## src/design/efg_pkg.sv

```systemverilog
// Shared types and codes for the event flag group.
package efg_pkg;

  typedef enum logic [2:0] {
    OP_POST    = 3'd0,
    OP_PEND_NB = 3'd1,
    OP_PEND_BL = 3'd2,
    OP_TIMEOUT = 3'd3,
    OP_BREAK   = 3'd4,
    OP_DELETE  = 3'd5
  } op_t;

  typedef enum logic [2:0] {
    ST_OK          = 3'd0,
    ST_WOULD_BLOCK = 3'd1,
    ST_QUEUED      = 3'd2,
    ST_QUEUE_FULL  = 3'd3,
    ST_TIMED_OUT   = 3'd4,
    ST_INTERRUPTED = 3'd5,
    ST_REMOVED     = 3'd6
  } status_t;

  typedef enum logic [2:0] {
    S_IDLE,
    S_SCAN,
    S_ANSWER,
    S_WAIT_OUT
  } state_t;

  localparam logic KIND_CALLER  = 1'b0;
  localparam logic KIND_RELEASE = 1'b1;

  localparam int unsigned REG_INITIAL_FLAGS = 0;

  // Command word passed from the front end to the back end.
  typedef struct packed {
    logic [2:0]  op;
    logic [31:0] mask;
    logic        wait_mode;
    logic [7:0]  task_id;
  } cmd_t;

endpackage

```

## src/design/efg_front.sv

```systemverilog
// Front end: accepts beats, drops unused op codes, holds a two-entry command queue.
module efg_front (
  input  logic          clk,
  input  logic          rst_n,
  input  logic          in_valid,
  output logic          in_ready,
  input  logic [2:0]    in_op,
  input  logic [31:0]   in_mask,
  input  logic          in_wait_mode,
  input  logic [7:0]    in_task_id,
  input  logic [31:0]   fmask,
  output logic          cmd_valid,
  input  logic          cmd_ready,
  output efg_pkg::cmd_t cmd
);

  efg_pkg::cmd_t q_r [2];
  logic [1:0] cnt_r, cnt_nxt;
  logic       rd_r, rd_nxt, wr_r, wr_nxt;
  logic       push, pop, legal;

  assign legal    = (in_op <= 3'(efg_pkg::OP_DELETE));
  assign in_ready = (cnt_r != 2'd2);
  assign push     = in_valid && in_ready && legal;
  assign cmd_valid = (cnt_r != 2'd0);
  assign pop      = cmd_valid && cmd_ready;
  assign cmd      = q_r[rd_r];

  always_comb begin
    cnt_nxt = cnt_r + 2'(push) - 2'(pop);
    rd_nxt  = rd_r ^ pop;
    wr_nxt  = wr_r ^ push;
  end

  always_ff @(posedge clk) begin
    if (!rst_n) begin
      cnt_r <= '0;
      rd_r  <= 1'b0;
      wr_r  <= 1'b0;
    end else begin
      cnt_r <= cnt_nxt;
      rd_r  <= rd_nxt;
      wr_r  <= wr_nxt;
    end
    if (push) begin
      q_r[wr_r] <= '{op: in_op, mask: in_mask & fmask, wait_mode: in_wait_mode,
                     task_id: in_task_id};
    end
  end

  a_queue_bound: assert property (@(posedge clk) disable iff (!rst_n)
    cnt_r <= 2'd2) else $error("front queue overflow");

endmodule

```

## src/design/efg_back.sv

```systemverilog
// Back end: flag word, waiter queue and the per-command scan sequencer.
module efg_back #(
  parameter int MAX_WAITERS = 8
) (
  input  logic          clk,
  input  logic          rst_n,
  input  logic          cmd_valid,
  output logic          cmd_ready,
  input  efg_pkg::cmd_t cmd,
  input  logic          cfg_we,
  input  logic [31:0]   cfg_flags,
  output logic [31:0]   flags,
  output logic          out_valid,
  input  logic          out_ready,
  output logic          out_kind,
  output logic [7:0]    out_who,
  output logic [31:0]   out_granted_mask,
  output logic [2:0]    out_status,
  output logic [31:0]   out_flags_now,
  output logic [3:0]    out_sleepers,
  output logic          out_last
);

  localparam int IW = (MAX_WAITERS > 1) ? $clog2(MAX_WAITERS) : 1;
  localparam int CW = $clog2(MAX_WAITERS + 1);

  efg_pkg::state_t state_r, state_nxt;

  logic [31:0] flags_r;
  logic [31:0] wmask_r [MAX_WAITERS];
  logic        wany_r  [MAX_WAITERS];
  logic [7:0]  wtask_r [MAX_WAITERS];
  logic [CW-1:0] count_r;
  logic [CW-1:0] idx_r;
  efg_pkg::cmd_t cur_r;

  // output register
  logic        ov_r;
  logic        ok_r, olast_r;
  logic [7:0]  owho_r;
  logic [31:0] ogr_r, ofl_r;
  logic [2:0]  ost_r;
  logic [3:0]  osl_r;

  logic        obusy;
  logic        in_range;
  logic [IW-1:0] ix;
  logic [31:0] want, have;
  logic        hit;
  logic        emit, emit_last, remove;
  logic        e_kind;
  logic [7:0]  e_who;
  logic [31:0] e_gr, flags_next;
  logic [2:0]  e_st;
  logic [CW-1:0] count_next;
  logic        push_w;

  assign flags     = flags_r;
  assign obusy     = ov_r && !out_ready;
  assign in_range  = (idx_r < count_r);
  assign ix        = idx_r[IW-1:0];
  assign want      = wmask_r[ix];
  assign have      = want & flags_r;
  assign cmd_ready = (state_r == efg_pkg::S_IDLE);

  // next state
  always_comb begin
    state_nxt = state_r;
    case (state_r)
      efg_pkg::S_IDLE:     if (cmd_valid) state_nxt = efg_pkg::S_SCAN;
      efg_pkg::S_SCAN:     if (!obusy && emit_last) state_nxt = efg_pkg::S_WAIT_OUT;
                           else if (!obusy && !in_range) state_nxt = efg_pkg::S_ANSWER;
      efg_pkg::S_ANSWER:   if (!obusy) state_nxt = efg_pkg::S_WAIT_OUT;
      efg_pkg::S_WAIT_OUT: if (!obusy) state_nxt = efg_pkg::S_IDLE;
      default:             state_nxt = efg_pkg::S_IDLE;
    endcase
  end

  // datapath actions for the current step
  always_comb begin
    emit = 1'b0; emit_last = 1'b0; remove = 1'b0; push_w = 1'b0;
    e_kind = efg_pkg::KIND_CALLER; e_who = cur_r.task_id; e_gr = '0;
    e_st = efg_pkg::ST_OK;
    flags_next = flags_r; count_next = count_r;
    hit = wany_r[ix] ? (have != '0) : (have == want);
    case (state_r)
      efg_pkg::S_IDLE: begin
        // a post ORs its bits in as it is taken, before the walk
        if (cmd_valid && cmd.op == 3'(efg_pkg::OP_POST)) flags_next = flags_r | cmd.mask;
      end
      efg_pkg::S_SCAN: begin
        if (!obusy && in_range) begin
          case (cur_r.op)
            3'(efg_pkg::OP_POST): begin
              if (hit) begin
                emit = 1'b1; remove = 1'b1; e_kind = efg_pkg::KIND_RELEASE;
                e_who = wtask_r[ix]; e_gr = have; flags_next = flags_r & ~want;
              end
            end
            3'(efg_pkg::OP_TIMEOUT), 3'(efg_pkg::OP_BREAK): begin
              if (wtask_r[ix] == cur_r.task_id) begin
                emit = 1'b1; emit_last = 1'b1; remove = 1'b1;
                e_kind = efg_pkg::KIND_RELEASE; e_gr = want;
                e_st = (cur_r.op == 3'(efg_pkg::OP_TIMEOUT)) ?
                       efg_pkg::ST_TIMED_OUT : efg_pkg::ST_INTERRUPTED;
              end
            end
            3'(efg_pkg::OP_DELETE): begin
              emit = 1'b1; remove = 1'b1; e_kind = efg_pkg::KIND_RELEASE;
              e_who = wtask_r[ix]; e_gr = want; e_st = efg_pkg::ST_REMOVED;
            end
            default: ;
          endcase
          if (remove) count_next = count_r - CW'(1);
        end
      end
      efg_pkg::S_ANSWER: begin
        if (!obusy) begin
          emit = 1'b1; emit_last = 1'b1;
          hit = cur_r.wait_mode ? ((flags_r & cur_r.mask) != '0)
                                : ((flags_r & cur_r.mask) == cur_r.mask);
          case (cur_r.op)
            3'(efg_pkg::OP_POST): ;
            3'(efg_pkg::OP_PEND_NB): begin
              e_gr = flags_r & cur_r.mask; flags_next = flags_r & ~cur_r.mask;
              e_st = hit ? efg_pkg::ST_OK : efg_pkg::ST_WOULD_BLOCK;
            end
            3'(efg_pkg::OP_PEND_BL): begin
              if (hit) begin
                e_gr = flags_r & cur_r.mask; flags_next = flags_r & ~cur_r.mask;
              end else if (count_r < CW'(MAX_WAITERS)) begin
                push_w = 1'b1; count_next = count_r + CW'(1); e_st = efg_pkg::ST_QUEUED;
              end else begin
                e_st = efg_pkg::ST_QUEUE_FULL;
              end
            end
            3'(efg_pkg::OP_TIMEOUT), 3'(efg_pkg::OP_BREAK): e_st = efg_pkg::ST_WOULD_BLOCK;
            3'(efg_pkg::OP_DELETE): flags_next = '0;
            default: ;
          endcase
        end
      end
      default: ;
    endcase
  end

  always_ff @(posedge clk) begin
    if (!rst_n) begin
      state_r <= efg_pkg::S_IDLE;
      flags_r <= '0;
      count_r <= '0;
      ov_r    <= 1'b0;
    end else begin
      state_r <= state_nxt;
      count_r <= count_next;
      if (cfg_we) flags_r <= cfg_flags;
      else        flags_r <= flags_next;
      if (emit)            ov_r <= 1'b1;
      else if (out_ready)  ov_r <= 1'b0;
    end
    if (state_r == efg_pkg::S_IDLE) begin
      cur_r <= cmd;
      idx_r <= '0;
    end else if (state_r == efg_pkg::S_SCAN && !obusy && in_range && !remove) begin
      idx_r <= idx_r + CW'(1);
    end
    // shift the queue down over a removed entry
    if (remove) begin
      for (int j = 0; j < MAX_WAITERS - 1; j++) begin
        if (j >= int'(ix)) begin
          wmask_r[j] <= wmask_r[j+1];
          wany_r[j]  <= wany_r[j+1];
          wtask_r[j] <= wtask_r[j+1];
        end
      end
    end
    if (push_w) begin
      wmask_r[count_r[IW-1:0]] <= cur_r.mask;
      wany_r[count_r[IW-1:0]]  <= cur_r.wait_mode;
      wtask_r[count_r[IW-1:0]] <= cur_r.task_id;
    end
    if (emit) begin
      ok_r    <= e_kind;
      owho_r  <= e_who;
      ogr_r   <= e_gr;
      ost_r   <= e_st;
      ofl_r   <= flags_next;
      osl_r   <= 4'(count_next);
      olast_r <= emit_last;
    end
  end

  assign out_valid        = ov_r;
  assign out_kind         = ok_r;
  assign out_who          = owho_r;
  assign out_granted_mask = ogr_r;
  assign out_status       = ost_r;
  assign out_flags_now    = ofl_r;
  assign out_sleepers     = osl_r;
  assign out_last         = olast_r;

  a_count_bound: assert property (@(posedge clk) disable iff (!rst_n)
    count_r <= CW'(MAX_WAITERS)) else $error("waiter count over depth");
  a_hold_out: assert property (@(posedge clk) disable iff (!rst_n)
    obusy |-> !emit) else $error("result overwritten while stalled");
  a_one_cmd: assert property (@(posedge clk) disable iff (!rst_n)
    (state_r != efg_pkg::S_IDLE) |-> !cmd_ready) else $error("command taken mid-flight");

endmodule

```

## src/design/event_flag_group.sv

```systemverilog
// Event flag group: flag word plus FIFO of waiting tasks.
// A command is registered in the front-end command queue before the back end takes it; every op
// walks the n queued waiters one per cycle while the output is not stalled, except that a timeout
// or break stops at the first waiter of its task. The back end takes a new command only once the
// last result of the previous one has left the output register; the two-entry command
// queue keeps accepting while it works. Synchronous reset clears flags and the queue count.
module event_flag_group #(
  parameter int MAX_WAITERS = 8
) (
  input  logic        clk,
  input  logic        rst_n,
  input  logic        in_valid,
  output logic        in_ready,
  input  logic [2:0]  in_op,
  input  logic [31:0] in_mask,
  input  logic        in_wait_mode,
  input  logic [7:0]  in_task_id,
  output logic        out_valid,
  input  logic        out_ready,
  output logic        out_kind,
  output logic [7:0]  out_who,
  output logic [31:0] out_granted_mask,
  output logic [2:0]  out_status,
  output logic [31:0] out_flags_now,
  output logic [3:0]  out_sleepers,
  output logic        out_last,
  input  logic        psel,
  input  logic        penable,
  input  logic        pwrite,
  input  logic [1:0]  paddr,
  input  logic [31:0] pwdata,
  output logic [31:0] prdata,
  output logic        pready
);

  efg_pkg::cmd_t cmd;
  logic          cmd_valid, cmd_ready;
  logic [31:0]   flags;
  logic          cfg_we;

  // only register: initial_flags at address 0; a write loads the flag word
  assign pready = 1'b1;
  assign cfg_we = psel && penable && pwrite &&
                  (paddr[1:0] == 2'(efg_pkg::REG_INITIAL_FLAGS));
  assign prdata = flags;

  efg_front u_front (
    .clk, .rst_n, .in_valid, .in_ready, .in_op, .in_mask, .in_wait_mode,
    .in_task_id, .fmask(32'hFFFF_FFFF), .cmd_valid, .cmd_ready, .cmd
  );

  efg_back #(.MAX_WAITERS(MAX_WAITERS)) u_back (
    .clk, .rst_n, .cmd_valid, .cmd_ready, .cmd, .cfg_we, .cfg_flags(pwdata), .flags,
    .out_valid, .out_ready, .out_kind, .out_who, .out_granted_mask, .out_status,
    .out_flags_now, .out_sleepers, .out_last
  );

endmodule

```

## config.mk

```make
export PLATFORM = sky130hd
export DESIGN_NAME = event_flag_group
export DESIGN_NICKNAME = d
export VERILOG_FILES = /design/src/design/efg_pkg.sv /design/src/design/efg_front.sv /design/src/design/efg_back.sv /design/src/design/event_flag_group.sv
export SDC_FILE = /design/constraint.sdc
export NUM_CORES = 1
export LEC_CHECK = 0
export BUFFER_PORTS_ARGS = -buffer_cell sky130_fd_sc_hd__buf_2
export CORE_AREA = 2 2 239 241
export DETAILED_ROUTE_END_ITERATION = 8
export DIE_AREA = 0 0 241 243
export GPL_TIMING_DRIVEN = 0
export MAX_ROUTING_LAYER = met4
export PLACE_DENSITY = 0.7
export SLEW_MARGIN = 20
export SYNTH_ARGS = -nofsm -noshare
export SYNTH_HDL_FRONTEND = slang
export SYNTH_SLANG_ARGS = --single-unit
```

## constraint.sdc

```tcl
create_clock -name clk -period 11.1 [get_ports clk]
set_input_delay 2.22 -clock clk [delete_from_list [all_inputs] [get_ports clk]]
set_output_delay 2.22 -clock clk [all_outputs]
set_load 0.01 [all_outputs]
```

# Yosys cells after proc, flatten, opt, wreduce, memory -nomap -nowiden
# Memories as Yosys holds them, arrays and structs flattened. A register that Yosys moved wholly into a read port is not among the register bits.
# Cells that the tools add are included.
[totals]
regBits = 173
mem_bits_rw = 416
in_bits = 85
output_inout_bits = 116
word_cells = 201
memories = 4
[memory_table]
columns = ["name", "words", "width", "read_ports", "rd_ports_with_merged_regs", "write_ports", "line", "rtl"]
rows = [
  ["u_back.wmask_r", 8, 32, 8, 1, 7, "efg_back.sv:30", "logic [31:0] wmask_r [MAX_WAITERS];"],
  ["u_front.q_r", 2, 44, 1, 1, 1, "efg_front.sv:17", "efg_pkg::cmd_t q_r [2];"],
  ["u_back.wtask_r", 8, 8, 8, 1, 7, "efg_back.sv:32", "logic [7:0] wtask_r [MAX_WAITERS];"],
  ["u_back.wany_r", 8, 1, 8, 1, 7, "efg_back.sv:31", "logic wany_r [MAX_WAITERS];"],
]
[op_classes]
n_addsub = 5
n_lt_le_gt_ge = 10
eq_ne = 16
mux = 107
n_bitwise = 9
reduce_logical = 31
[op_table]
columns = ["op", "count"]
rows = [
  ["32-bit two-way mux", 13],
  ["32-bit one-hot mux with 3 select lines", 3],
  ["32-bit AND", 4],
  ["32-bit one-hot mux with 2 select lines", 2],
  ["32-bit == test", 2],
  ["32-bit inverter", 2],
  ["32-bit nonzero test", 2],
  ["3-bit two-way mux", 18],
  ["1-bit two-way mux", 52],
  ["8-bit two-way mux", 4],
  ["32-bit bitwise OR", 1],
  ["32-bit OR reduction", 1],
  ["4-bit two-way mux", 6],
  ["8-bit one-hot mux with 2 select lines", 1],
  ["1-bit logical AND", 14],
  ["3-bit by 2-bit == test with 1-bit output (second input constant)", 4],
  ["3-bit one-hot mux with 2 select lines", 2],
  ["3-bit one-hot mux with 4 select lines", 1],
  ["3-bit >= comparator (first input constant)", 3],
  ["3-bit zero test", 3],
  ["3-bit one-hot mux with 3 select lines", 1],
  ["4-bit by 1-bit adder with 4-bit output (second input constant)", 2],
  ["8-bit == test", 1],
  ["4-bit one-hot mux with 2 select lines", 1],
  ["23 further kinds", 35],
]

# Longest topological paths before layout
[depth]
word_depth = 13
ltp_mapped = 16
ltp_nobuf = 11

# Cells and area by module
# From an unflattened synthesis, not the netlist that was laid out.
[hier_totals]
cells_unflattened = 2416
area_unflattened_um2 = 29065.4
[modules_own_cells]
columns = ["mod", "n_inst", "cells_per_inst", "area_per_inst_um2", "seq_area_each_um2"]
rows = [
  ["efg_back", 1, 2209, 25371.8, 14523.9],
  ["efg_front", 1, 203, 3669.8, 2742.6],
  ["event_flag_group", 1, 4, 23.8, 0.0],
]

# Worst setup path after synthesis
# Ideal clock, no wire load.
[synth_timing]
path_kind = "input -> register"
start = "input out_ready"
end = "register u_back.ofl_r[0], in the netlist u_back.out_flags_now[0] (enable)"
setup_ns = 0.635
arrival_time_ns = 8.714
t_required_ns = 10.465
path_slack_ns = 1.751
cell_stages = 4
n_path_buf = 0
cell_sequence = "nor2b_1 -> a211oi_1 -> nand3_1 -> o21ai_0"
[synth_via]
elab_chain_cells = 6
elab_cells_between_ends = 7
classes_between = "3 x mux; 4 x reduce/logical"
[synth_lines]
columns = ["item", "line", "rtl"]
rows = [
  ["start, declared", "event_flag_group.sv:19", "input logic out_ready,"],
  ["1-bit zero test *", "efg_back.sv:59", "assign obusy = ov_r && !out_ready;"],
  ["1-bit logical AND *", "efg_back.sv:59", ""],
  ["1-bit zero test", "efg_back.sv:92", "if (!obusy && in_range) begin"],
  ["1-bit logical AND", "efg_back.sv:92", ""],
  ["1-bit two-way mux", "efg_back.sv:92", ""],
  ["1-bit one-hot mux with 2 select lines *", "efg_back.sv:86", "case (state_r)"],
  ["named net u_back.emit", "efg_back.sv:50", "logic emit, emit_last, remove;"],
  ["end signal, assigned", "efg_back.sv:187", "ofl_r <= flags_next;"],
  ["end, declared", "efg_back.sv:41", "logic [31:0] ogr_r, ofl_r;"],
]
# The timed path passes the listed nets; every way through them passes the cells marked *.
# A chain may end at the register's enable or synchronous reset.

==> impl_metrics.csv <==
group,metric,value,unit
status,status,"completed",
sta,fin_skew,0.0235,ns
clock_network,post_cts_buffers,0,
drt,routedWlPerCell,28.8,um
synth,synth_commonest_cells,"541 x edfxtp_1, 317 x mux2_2, 111 x o21ai_0",
global_route,grt_use_total,31.0,%
setup_path,path_class,"reg2reg",
sta,max_slew.worst_pin.slew,1.06,ns
clock_network,numCtsBuffers,60,
global_route,top_usage_layer,"met2",
global_route,met1_usage,40.7,%
synth,ys_warn_count,0,
final_layout,area_delta_synth_final,16.4,%
clock_network,clk_path_buf_depth,3,
synth,yosys.area.top_type,"edfxtp_1",
setup_path,cp.required,11.44,ns
synth,muxShareOfSynthArea,20.9,%
setup_path,crit_family,"compound AO/OA/AOI/OAI gates",
sta,finalHoldViolations,0,
synth,synth-adder-area-share,0.752,%
sta,final_max_slew_viol_count,0,
pwr,power_density,198,nW/um^2
setup_path,rrSetupSlack,4.79,ns
synth,syn_area,28300,um^2
setup_path,path_buf_inv,7,
clock_network,cts_tree,"yes",
pwr,p_leak,11.2,nW
setup_path,rr_worst_depth,16,
final_layout,fillCellCount,4442,
drt,drc,0,
final_layout,drive_gt1_share,32.3,%
worst_hold_path,hold_depth,1,
synth,post-synth-top-area-fraction,57.5,%
synth,synth_compound_area_share,9.02,%
synth,synth-seq-cells,592,
die,io_pins,201,
clock_network,ctsResizeCount,0,
drt,detail_route.wirelength,88.6,mm
global_route,antenna_found_initial,4,
setup_path,regToRegEndpoint,"u_back.wmask_r[2][6]$_DFFE_PP_",
synth,syn_avg_cell_area,14.3,um^2
global_route,grt_pass1_wl,129,mm
worst_hold_path,hold_class,"reg2reg",
final_layout,multi_input_area,10400,um^2
placement,dp_slack,4.92,ns
setup_path,critPathMaxStageDelay,0.87,ns
synth,synth.area.top_cells,"edfxtp_1 57%, mux2_2 13%, mux4_2 4.5%, dfxtp_1 3.6%, mux2i_1 2.2%",
die,dieArea,58600,um^2
final_layout,fin_nets,2370,
job,max_cap_violations,0,
synth,synth_top_family_by_area,"multiplexers",
setup_path,crit_slowest_cell,"nor4b_1",
sta,rsz0062_at_grt,"no",
worst_hold_path,holdPathEnd,"u_back.cur_r[4]$_DFFE_PP_",
clock_network,cts-htree-levels,2,
synth,synth-simple-area-share,5.25,%
clock_network,cts_sinks,592,
die,core-area,56000,um^2
drt,vias,19700,
setup_path,end_kind,"register",
sta,layout_min_cycle_time,6.31,ns
global_route,grt_max_degree,46,
global_route,grtUsageMet2,48.5,%
die,die_y,243,um
clock_network,ctsHoldBuffers,0,
setup_path,path_max_fanout,17,
setup_path,worstPathCellList,"buf_4, buf_6, buf_4, buf_6, mux2_2, o22ai_1, nor3_1, nor4b_1, nand4_1, a31oi_1, a41oi_4, inv_2, nand2_1, o21ai_4, buf_16, buf_16",
synth,synth.most_common_cell,"edfxtp_1",
global_route,met3_usage,5.09,%
sta,fmax,159,MHz
drt,antenna_left,0,
placement,dp_hpwl,64.4,mm
synth,yosysUniqueCellTypes,70,
drt,via_per_inst,6.40,
sta,setup_violations,0,
final_layout,seq_area,17300,um^2
sta,finalCritPeriodShare,56.8,%
pwr,ir_worst_vdd,129,uV
global_route,grt_overflow,0,
placement,dp.cells,2962,
final_layout,final_cells,3078,
clock_network,clockRootBuffer,"clkbuf_16",
synth,yosysSeqAreaShare,61.1,%
sta,slew_headroom,27.3,%
synth,ys.flop_type,"edfxtp_1",
placement,globalplace.congestion,0.998,
clock_network,insertion_delay,0.65,ns
worst_hold_path,hold_start,"u_front.q_r[0][4]$_DFFE_PP_",
synth,synth_edf_count,541,
synth,synthXorXnorAreaFrac,0.248,%
die,fp-row-count,87,
synth,async_flop_share,0,%
synth,syn-num-nets,2079,
setup_path,cp_data_arrival_time,6.65,ns
sta,fin_ws,4.79,ns
die,start_util,50.5,%
clock_network,path_clk_slew,0.06,ns
global_route,grt_pass1_vias,19500,
drt,drt_iter0_drc,2403,
pwr,p_total,6.52,mW
placement,io_buffer_count,198,
setup_path,start_kind,"register",
sta,fin_setup_tns,0,ns
die,fp.dieW,241,um
drt,drtPass1Iterations,8,
synth,syn-instance-count,1977,
cells by family after synthesis:
kind of cell / Yosys count
adder cells (fa/ha/maj): 17
flip-flops: 592
AO/OA/AOI/OAI: 398
AND/OR/NAND/NOR: 312
XOR/XNOR: 8
multiplexers: 475
buffers and inverters: 174
other: 1
cells in the final DEF, fill, tap and decap left out, types with 11 or more instances in the layout:
master     Yosys  layout
buf_4         13      19
mux2_1        41      41
nand2_1       74      73
clkbuf_1      64      71
nand2b_1      13      13
mux4_2        56      56
nor3_1        47      46
clkinv_1       3      17
clkbuf_16      0      60
a22oi_1       69      69
buf_2         10     208
nand3_1       18      18
clkinv_2       0      13
buf_1         17      18
nor2b_1       22      22
nor2_1        95      95
buf_16         0      15
buf_6          9      11
a31oi_1       68      68
nand4_1       12      12
o21ai_0      111     106
o22ai_1       11      11
inv_1         57      57
a21oi_1       72      72
dfxtp_1       51      51
mux2i_1       61      60
edfxtp_1     541     541
ha_1          17      14
mux2_2       317     317
through the flow:
step | util, % | hold slack [ns] | area, um^2
3_3_place_gp | 54.0 | 0.525 | 30200
5_1_grt | 58.8 | 0.565 | 32900
4_1_cts | 58.8 | 0.542 | 32900
2_1_floorplan | - | 0.498 | 28300
3_5_place_dp | 55.3 | 0.531 | 31000
6_report | 58.8 | 0.543 | 32900
layout make-up:
cell class              instances  share of cell area [%]
flip-flops and latches        592                    52.5
multi-input cells            1211                    31.5
repair buffers                229                    4.80
clock buffers                  69                    4.73
well taps                     756                    2.87
plain buffers                 113                    1.68
clock inverters                44                    1.18
inverters                      61                   0.696
diodes                          3                  0.0228
worst max-delay path by stage:
stage,depth (start not counted),endpoint,from
3_5_place_dp,11,u_back.wmask_r[2][5]$_DFFE_PP_,out_ready
4_1_cts,16,u_back.wmask_r[2][6]$_DFFE_PP_,register
3_3_place_gp,11,u_back.out_flags_now[17]$_DFFE_PP_,register
6_report,16,u_back.wmask_r[2][6]$_DFFE_PP_,register
2_1_floorplan,4,u_back.out_flags_now[0]$_DFFE_PP_,out_ready
5_1_grt,16,u_back.wmask_r[2][6]$_DFFE_PP_,register
per-layer routing:
layer | vias to the layer above | routed length, um
li1 | 8383 | -
met1 | 10000 | 35200
met2 | 1089 | 42100
met3 | 218 | 7970
met4 | 0 | 3290
met5 | - | 0
report_power, final:
group / internal, mW / switching, mW
combinational: 0.474 / 0.938
clock: 1.13 / 0.894
sequential: 2.73 / 0.355
sequential cells by signal (all words and copies together), names as in the netlist, 3 cells and up, named ones only:
name,flops
u_back.wmask_r,256
u_front.q_r,88
u_back.wtask_r,64
u_back.cur_r,44
u_back.flags,32
u_back.out_flags_now,32
u_back.out_granted_mask,32
u_back.out_who,8
u_back.wany_r,8
u_back.count_r,4
u_back.idx_r,4
u_back.out_sleepers,4
u_back.out_status,3
Power figures use the tool's default switching activity.
